### src/hw/rtl/lfd_pkg.sv
// ============================================================================
// lfd_pkg
// Shared types and constants for the frame decompressor.
// ============================================================================
`default_nettype none

package lfd_pkg;

    localparam int FlagsPerFrame  = 12;
    localparam int WindowSize     = 256;
    localparam int BytesPerResult = 8;
    localparam int HistAw         = $clog2(WindowSize);

    // Parse phases of the compressed stream.
    localparam logic [2:0] PH_MASK_LO = 3'd0;
    localparam logic [2:0] PH_MASK_HI = 3'd1;
    localparam logic [2:0] PH_SYMBOLS = 3'd2;
    localparam logic [2:0] PH_REC_LEN = 3'd3;
    localparam logic [2:0] PH_REC_OFF = 3'd4;
    localparam logic [2:0] PH_DONE    = 3'd5;
    localparam logic [2:0] PH_HALT    = 3'd6;

    // Status codes.
    localparam logic [1:0] ST_OK        = 2'd0;
    localparam logic [1:0] ST_BAD_COUNT = 2'd1;
    localparam logic [1:0] ST_BAD_OFF   = 2'd2;
    localparam logic [1:0] ST_TRUNC     = 2'd3;

    typedef struct packed {
        logic [7:0] compressed_byte;
        logic       end_of_stream;
    } cmp_item_t;

    typedef struct packed {
        logic [63:0] data_bytes;
        logic [3:0]  byte_count;
        logic        last_of_run;
        logic        stream_done;
        logic [1:0]  status;
        logic [15:0] total_count;
    } dec_item_t;

    typedef struct packed {
        logic load;
        logic parse;
        logic rd;
        logic emit_copy;
        logic emit_sym;
        logic adv_done;
        logic finish;
    } lfd_cmd_t;

    typedef struct packed {
        logic parse_adv;
        logic parse_copy;
        logic len_zero;
        logic copy_last;
        logic adv_emit;
        logic emit_ok;
        logic need_push;
        logic out_free;
    } lfd_stat_t;

endpackage

`default_nettype wire

### src/hw/rtl/lfd_ram.sv
// ============================================================================
// lfd_ram
// Generic single-write, single-read RAM with a registered read port.
// ============================================================================
`default_nettype none

module lfd_ram #(
    parameter int WIDTH = 8,
    parameter int DEPTH = 256
) (
    input  wire logic                     clk,
    input  wire logic                     we,
    input  wire logic [$clog2(DEPTH)-1:0] waddr,
    input  wire logic [WIDTH-1:0]         wdata,
    input  wire logic                     re,
    input  wire logic [$clog2(DEPTH)-1:0] raddr,
    output logic      [WIDTH-1:0]         rdata_reg
);

    logic [WIDTH-1:0] mem [DEPTH];

    always_ff @(posedge clk)
    begin
        if (we)
        begin
            mem[waddr] <= wdata;
        end
        if (re)
        begin
            rdata_reg <= mem[raddr];
        end
    end

endmodule

`default_nettype wire

### src/hw/rtl/lfd_ctrl.sv
// ============================================================================
// lfd_ctrl
// Sequencer that steps one compressed item through parse, copy and flush.
// ============================================================================
`default_nettype none

module lfd_ctrl
    import lfd_pkg::*;
(
    input  wire logic      clk,
    input  wire logic      rst_n,
    input  wire logic      cmp_valid,
    output logic           cmp_stall,
    input  wire lfd_stat_t st,
    output lfd_cmd_t       cmd
);

    localparam logic [2:0] S_IDLE  = 3'd0;
    localparam logic [2:0] S_PARSE = 3'd1;
    localparam logic [2:0] S_RD    = 3'd2;
    localparam logic [2:0] S_WR    = 3'd3;
    localparam logic [2:0] S_SYM   = 3'd4;
    localparam logic [2:0] S_ADV   = 3'd5;
    localparam logic [2:0] S_END   = 3'd6;

    logic [2:0] state_reg, state_next;

    assign cmp_stall = (state_reg != S_IDLE);

    always_comb
    begin
        state_next = state_reg;
        cmd        = '0;
        unique case (state_reg)
            S_IDLE:
            begin
                if (cmp_valid)
                begin
                    cmd.load   = 1'b1;
                    state_next = S_PARSE;
                end
            end
            S_PARSE:
            begin
                cmd.parse = 1'b1;
                if (st.parse_adv)
                    state_next = S_ADV;
                else if (st.parse_copy)
                    state_next = st.len_zero ? S_SYM : S_RD;
                else
                    state_next = S_END;
            end
            S_RD:
            begin
                cmd.rd     = 1'b1;
                state_next = S_WR;
            end
            S_WR:
            begin
                if (st.emit_ok)
                begin
                    cmd.emit_copy = 1'b1;
                    state_next    = st.copy_last ? S_SYM : S_RD;
                end
            end
            S_SYM:
            begin
                if (st.emit_ok)
                begin
                    cmd.emit_sym = 1'b1;
                    state_next   = S_ADV;
                end
            end
            S_ADV:
            begin
                if (st.adv_emit)
                begin
                    cmd.emit_sym = st.emit_ok;
                end
                else
                begin
                    cmd.adv_done = 1'b1;
                    state_next   = S_END;
                end
            end
            S_END:
            begin
                if (!st.need_push || st.out_free)
                begin
                    cmd.finish = 1'b1;
                    state_next = S_IDLE;
                end
            end
            default:
            begin
                state_next = S_IDLE;
            end
        endcase
    end

    always_ff @(posedge clk or negedge rst_n)
    begin
        if (!rst_n)
            state_reg <= S_IDLE;
        else
            state_reg <= state_next;
    end

endmodule

`default_nettype wire

### src/hw/rtl/lfd_dp.sv
// ============================================================================
// lfd_dp
// Datapath: frame fields, symbol store, history window, packer and output.
// ============================================================================
`default_nettype none

module lfd_dp
    import lfd_pkg::*;
#(
    parameter int FLAGS_PER_FRAME  = FlagsPerFrame,
    parameter int BYTES_PER_RESULT = BytesPerResult
) (
    input  wire logic      clk,
    input  wire logic      rst_n,
    input  wire cmp_item_t cmp_item,
    input  wire lfd_cmd_t  cmd,
    output lfd_stat_t      st,
    output logic           dec_valid,
    input  wire logic      dec_stall,
    output dec_item_t      dec_item
);

    localparam int SW = (FLAGS_PER_FRAME > 1) ? $clog2(FLAGS_PER_FRAME) : 1;
    localparam logic [3:0] FLAGS_N = 4'(FLAGS_PER_FRAME);
    localparam logic [3:0] BPR_N   = 4'(BYTES_PER_RESULT);

    logic [7:0]  byte_reg;
    logic        eos_reg;
    logic [2:0]  phase_reg;
    logic [15:0] mask_reg;
    logic [7:0]  sym_store [FLAGS_PER_FRAME];
    logic [3:0]  sym_idx_reg;
    logic [3:0]  flag_idx_reg;
    logic [7:0]  pend_reg;
    logic [HistAw-1:0] hp_reg;
    logic [15:0] prod_reg;
    logic [1:0]  err_reg;
    logic [63:0] acc_reg;
    logic [3:0]  acc_n_reg;
    logic        out_valid_reg;
    dec_item_t   out_item_reg;

    logic [7:0]  hist_rdata;
    logic [3:0]  cnt;
    logic        acc_full;
    logic        do_emit;
    logic [7:0]  emit_byte;
    logic [1:0]  final_err;
    logic        off_ok;

    assign cnt       = mask_reg[15:12];
    assign acc_full  = (acc_n_reg == BPR_N);
    assign do_emit   = cmd.emit_copy || cmd.emit_sym;
    assign emit_byte = cmd.emit_copy ? hist_rdata : sym_store[flag_idx_reg[SW-1:0]];
    assign off_ok    = (byte_reg != 8'd0) && ({8'd0, byte_reg} <= prod_reg);
    assign final_err = (eos_reg && (err_reg == ST_OK) && (phase_reg != PH_MASK_LO)
                        && (phase_reg != PH_DONE)) ? ST_TRUNC : err_reg;

    always_comb
    begin
        st            = '0;
        st.parse_adv  = (phase_reg == PH_SYMBOLS) && (sym_idx_reg == FLAGS_N - 4'd1);
        st.parse_copy = (phase_reg == PH_REC_OFF) && off_ok;
        st.len_zero   = (pend_reg == 8'd0);
        st.copy_last  = (pend_reg == 8'd1);
        st.adv_emit   = (flag_idx_reg < cnt) && !mask_reg[flag_idx_reg];
        st.out_free   = !out_valid_reg || !dec_stall;
        st.emit_ok    = !acc_full || st.out_free;
        st.need_push  = (acc_n_reg != 4'd0) || eos_reg;
    end

    lfd_ram #(
        .WIDTH(8),
        .DEPTH(WindowSize)
    ) u_hist (
        .clk      (clk),
        .we       (do_emit),
        .waddr    (hp_reg),
        .wdata    (emit_byte),
        .re       (cmd.rd),
        .raddr    (hp_reg - byte_reg[HistAw-1:0]),
        .rdata_reg(hist_rdata)
    );

    always_ff @(posedge clk)
    begin
        if (cmd.load)
        begin
            byte_reg <= cmp_item.compressed_byte;
            eos_reg  <= cmp_item.end_of_stream;
        end
        if (cmd.parse && (phase_reg == PH_SYMBOLS))
        begin
            sym_store[sym_idx_reg[SW-1:0]] <= byte_reg;
        end
        if (do_emit)
        begin
            if (acc_full)
                acc_reg <= {56'd0, emit_byte};
            else
                acc_reg <= acc_reg | ({56'd0, emit_byte} << {acc_n_reg, 3'd0});
        end
        else if (cmd.finish)
        begin
            acc_reg <= '0;
        end
    end

    always_ff @(posedge clk or negedge rst_n)
    begin
        if (!rst_n)
        begin
            phase_reg     <= PH_MASK_LO;
            mask_reg      <= '0;
            sym_idx_reg   <= '0;
            flag_idx_reg  <= '0;
            pend_reg      <= '0;
            hp_reg        <= '0;
            prod_reg      <= '0;
            err_reg       <= ST_OK;
            acc_n_reg     <= '0;
            out_valid_reg <= 1'b0;
        end
        else
        begin
            if (cmd.parse)
            begin
                case (phase_reg)
                    PH_MASK_LO:
                    begin
                        mask_reg  <= {8'd0, byte_reg};
                        phase_reg <= PH_MASK_HI;
                    end
                    PH_MASK_HI:
                    begin
                        mask_reg[15:8] <= byte_reg;
                        flag_idx_reg   <= '0;
                        sym_idx_reg    <= '0;
                        if (byte_reg[7:4] > FLAGS_N)
                        begin
                            err_reg   <= ST_BAD_COUNT;
                            phase_reg <= PH_HALT;
                        end
                        else if (byte_reg[7:4] == 4'd0)
                            phase_reg <= PH_DONE;
                        else
                            phase_reg <= PH_SYMBOLS;
                    end
                    PH_SYMBOLS:
                    begin
                        if (st.parse_adv)
                        begin
                            sym_idx_reg  <= '0;
                            flag_idx_reg <= '0;
                        end
                        else
                            sym_idx_reg <= sym_idx_reg + 4'd1;
                    end
                    PH_REC_LEN:
                    begin
                        pend_reg  <= byte_reg;
                        phase_reg <= PH_REC_OFF;
                    end
                    PH_REC_OFF:
                    begin
                        if (!off_ok)
                        begin
                            err_reg   <= ST_BAD_OFF;
                            phase_reg <= PH_HALT;
                        end
                    end
                    default:
                    begin
                    end
                endcase
            end

            if (do_emit)
            begin
                hp_reg <= hp_reg + 1'b1;
                if (prod_reg != 16'hFFFF)
                    prod_reg <= prod_reg + 16'd1;
                acc_n_reg <= acc_full ? 4'd1 : acc_n_reg + 4'd1;
                if (cmd.emit_copy)
                    pend_reg <= pend_reg - 8'd1;
                if (cmd.emit_sym)
                    flag_idx_reg <= flag_idx_reg + 4'd1;
            end

            if (cmd.adv_done)
            begin
                if (flag_idx_reg < cnt)
                    phase_reg <= PH_REC_LEN;
                else if (cnt == FLAGS_N)
                begin
                    flag_idx_reg <= '0;
                    phase_reg    <= PH_MASK_LO;
                end
                else
                    phase_reg <= PH_DONE;
            end

            // Output register: a full packer is pushed when the next byte
            // arrives, a partial one (or the stream end) at the finish step.
            if ((do_emit && acc_full) || (cmd.finish && st.need_push))
                out_valid_reg <= 1'b1;
            else if (!dec_stall)
                out_valid_reg <= 1'b0;

            if (cmd.finish)
            begin
                acc_n_reg <= '0;
                if (eos_reg)
                begin
                    phase_reg    <= PH_MASK_LO;
                    mask_reg     <= '0;
                    sym_idx_reg  <= '0;
                    flag_idx_reg <= '0;
                    pend_reg     <= '0;
                    hp_reg       <= '0;
                    prod_reg     <= '0;
                    err_reg      <= ST_OK;
                end
            end
        end
    end

    always_ff @(posedge clk)
    begin
        if (do_emit && acc_full)
        begin
            out_item_reg.data_bytes  <= acc_reg;
            out_item_reg.byte_count  <= acc_n_reg;
            out_item_reg.last_of_run <= 1'b0;
            out_item_reg.stream_done <= 1'b0;
            out_item_reg.status      <= err_reg;
            out_item_reg.total_count <= prod_reg;
        end
        else if (cmd.finish && st.need_push)
        begin
            out_item_reg.data_bytes  <= acc_reg;
            out_item_reg.byte_count  <= acc_n_reg;
            out_item_reg.last_of_run <= 1'b1;
            out_item_reg.stream_done <= eos_reg;
            out_item_reg.status      <= final_err;
            out_item_reg.total_count <= prod_reg;
        end
    end

    assign dec_valid = out_valid_reg;
    assign dec_item  = out_item_reg;

endmodule

`default_nettype wire

### src/hw/rtl/lz_frame_decompressor.sv
// ============================================================================
// lz_frame_decompressor
// Streaming LZ77-style frame decoder with a 256-byte history window.
// ============================================================================
// The block takes one compressed byte per item and returns zero or more
// packed results of up to BYTES_PER_RESULT decoded bytes each. A header,
// symbol or record-length byte is loaded, parsed and then finished. A record
// offset byte triggers the copy, which runs through the history RAM byte by
// byte: a registered read, then the write and the packing. The record's own
// literal symbol follows the copy, and after it any literal symbols up to the
// next record. Results wait in an output register; when it is still held by
// the consumer, the copy pauses at the next full packer. The history RAM
// needs no clearing after reset, since the offset check keeps every copy
// inside bytes already written in this stream.
`default_nettype none

module lz_frame_decompressor
    import lfd_pkg::*;
#(
    parameter int FLAGS_PER_FRAME  = FlagsPerFrame,
    parameter int BYTES_PER_RESULT = BytesPerResult
) (
    input  wire logic      clk,
    input  wire logic      rst_n,
    input  wire logic      cmp_valid,
    output logic           cmp_stall,
    input  wire cmp_item_t cmp_item,
    output logic           dec_valid,
    input  wire logic      dec_stall,
    output dec_item_t      dec_item
);

    lfd_cmd_t  cmd;
    lfd_stat_t st;

    // The sequencer decides which step runs each cycle.
    lfd_ctrl u_ctrl (
        .clk      (clk),
        .rst_n    (rst_n),
        .cmp_valid(cmp_valid),
        .cmp_stall(cmp_stall),
        .st       (st),
        .cmd      (cmd)
    );

    // The datapath holds all stream state, the window and the packer.
    lfd_dp #(
        .FLAGS_PER_FRAME (FLAGS_PER_FRAME),
        .BYTES_PER_RESULT(BYTES_PER_RESULT)
    ) u_dp (
        .clk      (clk),
        .rst_n    (rst_n),
        .cmp_item (cmp_item),
        .cmd      (cmd),
        .st       (st),
        .dec_valid(dec_valid),
        .dec_stall(dec_stall),
        .dec_item (dec_item)
    );

    // A result never claims more bytes than the packer holds.
    a_count_range: assert property (@(posedge clk) disable iff (!rst_n)
        dec_valid |-> (dec_item.byte_count <= 4'(BYTES_PER_RESULT)))
        else $error("result byte count exceeds packer size");

    // The end of a stream always closes the run of its item.
    a_done_is_last: assert property (@(posedge clk) disable iff (!rst_n)
        (dec_valid && dec_item.stream_done) |-> dec_item.last_of_run)
        else $error("stream end on a result that is not last");

    // Only the final result of an item may be partial.
    a_mid_full: assert property (@(posedge clk) disable iff (!rst_n)
        (dec_valid && !dec_item.last_of_run)
            |-> (dec_item.byte_count == 4'(BYTES_PER_RESULT)))
        else $error("partial result in the middle of a run");

endmodule

`default_nettype wire

### config.mk
export PLATFORM = sky130hd
export DESIGN_NAME = lz_frame_decompressor
export DESIGN_NICKNAME = d
export VERILOG_FILES = /design/src/hw/rtl/lfd_pkg.sv /design/src/hw/rtl/lfd_ram.sv /design/src/hw/rtl/lfd_ctrl.sv /design/src/hw/rtl/lfd_dp.sv /design/src/hw/rtl/lz_frame_decompressor.sv
export SDC_FILE = /design/constraint.sdc
export NUM_CORES = 2
export LEC_CHECK = 0
export BUFFER_PORTS_ARGS = -buffer_cell sky130_fd_sc_hd__buf_2
export CORE_UTILIZATION = 60
export CTS_BUF_LIST = sky130_fd_sc_hd__clkbuf_4 sky130_fd_sc_hd__clkbuf_8 sky130_fd_sc_hd__clkbuf_16
export CTS_CLUSTER_DIAMETER = 30
export DETAILED_ROUTE_END_ITERATION = 10
export HOLD_SLACK_MARGIN = 0.02
export PLACE_DENSITY = 0.76
export SKIP_CTS_REPAIR_TIMING = 1
export SLEW_MARGIN = 10
export SYNTH_ARGS = -nofsm -noshare
export SYNTH_HDL_FRONTEND = slang
export SYNTH_SLANG_ARGS = --single-unit
### constraint.sdc
create_clock -name clk -period 13.19 [get_ports clk]
set_clock_uncertainty 0.05 [all_clocks]
set_input_delay 2.638 -clock clk [delete_from_list [all_inputs] [get_ports clk]]
set_output_delay 2.638 -clock clk [all_outputs]
set_load 0.02 [all_outputs]
==> impl_results.md <==
* TritonCTS buffer count at 403
* Layout area overhead at 17.6%
* Via-per-instance ratio at 6.82
* # setup viols final at 0
* Setup WS pre-CTS at 6350 ps
* Synth cell count leaders: 2311 x edfxtp_1, 604 x mux4_2, 409 x nand2_1
* Int Pwr at 21.4 mW
* Sw frac at 0.366
* # DRC at 0
* Worst hold path type: reg2reg
* Sequential share of the synthesized area at 0.756
* Width of the die at 398 um
* Core region area at 155000 um^2
* Initial Utilization at 0.607
* Layout cells sized above 1 at 0.281
* Initial antenna violation count at 10
* Die Ht at 398 um
* Final Critical Period at 6060 ps
* Routed vias at 51500
* Final WS setup at 7130 ps
* Non-filler cells, final at 7557
* Post-route setup TNS at 0 ps
* H-tree depth at 5
* Vias in the first global route at 51600
* Area contributors post-synth: edfxtp_1 74%, mux4_2 14%, dfrtp_1 1.8%
* Row cnt at 144
* Yosys top cell by area: edfxtp_1
* WP data required at 13720 ps
* DP Wirelength at 120000 um
* Port buffer count at 102
* Worst-path cell chain: buf_2 -> nand2_1 -> o21ai_0 -> a2111oi_4 -> or2_2 -> nand3_2 -> nor2_1
* Highest-delay cell along the critical path: nand3_2
* Slew HR at 0.0890
* Max Root-Sink Buffers at 4
* Routed Wire Length at 244000 um
* Critical Path End Type: register
* Die area at 158000 um^2
* Status: complete, no violations
* Wire length per cell at 32.3 um
* Hold Violations, Final at 0
* Power Density at 305 nW/um^2
* Most frequent cell after synthesis: edfxtp_1
* Hold WS at 436 ps
* Util after Layout at 0.714
* Mapped cell area at 94100 um^2
* Clk root buf: clkbuf_16
* CP Class: in2reg
* Worst-path clk slew at 50 ps
* Number of synthesis warnings at 0
* Worst-skew pair later-pin latency at 980 ps
* Grt ovf at 0
* CTS Sinks at 2382
* Syn Inst Count at 4877
* CTS tree: done
* Syn Area/Cell at 19.3 um^2
* Post-synth top area share at 0.737
* Number of nets with antenna violations after routing at 0
* Nets at 5225
* CP top delay family: simple AND/OR/NAND/NOR gates
* Syn nets at 4923
* Num ports at 103
* RSZ-0062 raised after global routing: false
* Fin crit share at 0.460
* Leak at 36.1 nW
* Number of synthesized flops with an enable pin at 2311
* Flop pwr share at 0.335
* Max_cap viols at 0
* Biggest register: u_dp.u_hist.mem
* Inst Count DP at 6818
* Drt initial violations at 7519
* Synthesis-stage register bit count at 2382
* Largest register FFs at 2048
* Net Switching at 12.3 mW
* Crit path max fanout at 26
* Final Max Slew Viols at 0
* Max VDD drop at 0.571 mV
* GPL Wtd Cong at 0.884
* Power share of the combinational group at 0.353
* Worst-Margin Slew at 1370 ps
* Fmax achieved at 165 MHz
* Power share of the clock group at 0.312
* Netlist cell types at 70
* GRT Util Overall at 0.314
* WP data arrival at 6590 ps
* Max incr delay on CP at 1140 ps
* Router iterations before antenna repair at 9
* WP buf/inv at 1
* Asr flop ratio synth at 0.0290
* Largest net degree at the start of global routing at 207
* Ys flop type: edfxtp_1
* Startpoint Class: primary input
* First-pass GRT wire length at 358000 um
## final timing paths
| check | slack, ps | to | cells past startpoint | startpoint |
|---|---|---|---|---|
| max | 7130 | u_dp.u_hist.mem[97][5] | 7 | dec_stall |
| min | 440 | u_dp.dec_item[19] | 2 | u_dp.dec_item[19] |
| max reg2reg | 7160 | u_dp.u_hist.rdata_reg[7] | 10 | u_dp.byte_reg[1] |
| min reg2reg | 440 | u_dp.dec_item[19] | 2 | u_dp.dec_item[19] |
| max in group asynchronous | 10660 | u_dp.flag_idx_reg[0] | 1 | rst_n |
| min in group asynchronous | 1780 | u_dp.mask_reg[9] | 1 | rst_n |
## metal layers
layer,track usage,share of wire
met5,0,0.0010
met4,0.147,0.049
met3,0.0787,0.12
met2,0.476,0.47
met1,0.433,0.36
## power by group through the flow
stage / registers (mW) / clock network (mW) / logic, mW
after detailed placement: 11.4 / 0 / 11.4
after global placement: 11.4 / 0 / 11.2
after global routing: 11.3 / 10.9 / 12.4
after floorplan: 12.3 / 0 / 7.18
after CTS: 11.3 / 10.6 / 11.8
final: 11.3 / 10.5 / 11.9
## logic make-up (layout without fill, tap and decap cells)
| family | count (synthesis) | count (layout) | synth area share |
|---|---|---|---|
| AOI/OAI and AO/OA | 281 | 281 | 0.0181 |
| xor gates and xnor gates | 27 | 27 | 0.00251 |
| adders and majority gates | 33 | 33 | 0.00447 |
| buffers and inverters | 308 | 936 | 0.0136 |
| DFF | 2382 | 2382 | 0.756 |
| muxes | 617 | 617 | 0.146 |
| other | 0 | 8 | 0 |
| and+or+nand+nor | 1229 | 1229 | 0.0592 |
## metrics by stage
stage | power (mW) | area [um^2]
5_1_grt | 34.6 | 111000
3_5_place_dp | 22.8 | 96900
3_3_place_gp | 22.6 | 96900
4_1_cts | 33.6 | 111000
2_1_floorplan | 19.5 | 94100
6_report | 33.7 | 111000
## layout make-up
type                            count  area, um^2
Clock buffer                      435       10400
Timing Repair Buffer              174        1190
Sequential cell                  2382       71200
Clock inverter                    296        3260
Inverter                           31         116
Fill cell                        8501       44300
Tap cell                         2044        2560
Antenna cell                        8        20.0
Multi-Input combinational cell   2187       21900
## worst reg2reg max path, delay by kind of cell (launching register included)
| family | cells | cell delay [ps] |
|---|---|---|
| mux | 2 | 1120 |
| fa+ha+maj | 1 | 1310 |
| compound gates | 1 | 90 |
| simple gates | 3 | 630 |
| buf+inv | 3 | 1760 |
| flops | 1 | 840 |
## placed cells by master (no fill, tap or decap), types with 10 or more instances in the layout
master,count
nor2_1,403
buf_2,101
nand3_1,148
nand2b_1,12
or4_1,19
inv_6,61
inv_8,25
clkbuf_16,408
o21ai_0,32
buf_4,62
edfxtp_1,2311
nor3_1,29
and2_1,86
bufinv_16,41
clkinv_4,44
buf_12,11
a21oi_1,136
a31o_2,16
clkinv_2,30
a31oi_1,31
clkinvlp_4,55
mux2i_1,10
dfrtp_1,68
clkbuf_4,27
inv_1,31
nand4_1,51
nand2_1,406
ha_1,31
xnor2_1,16
clkinv_1,31
nor4_1,10
mux4_2,604
nor2b_1,12
No activity file was read; power rests on OpenSTA's default activity.
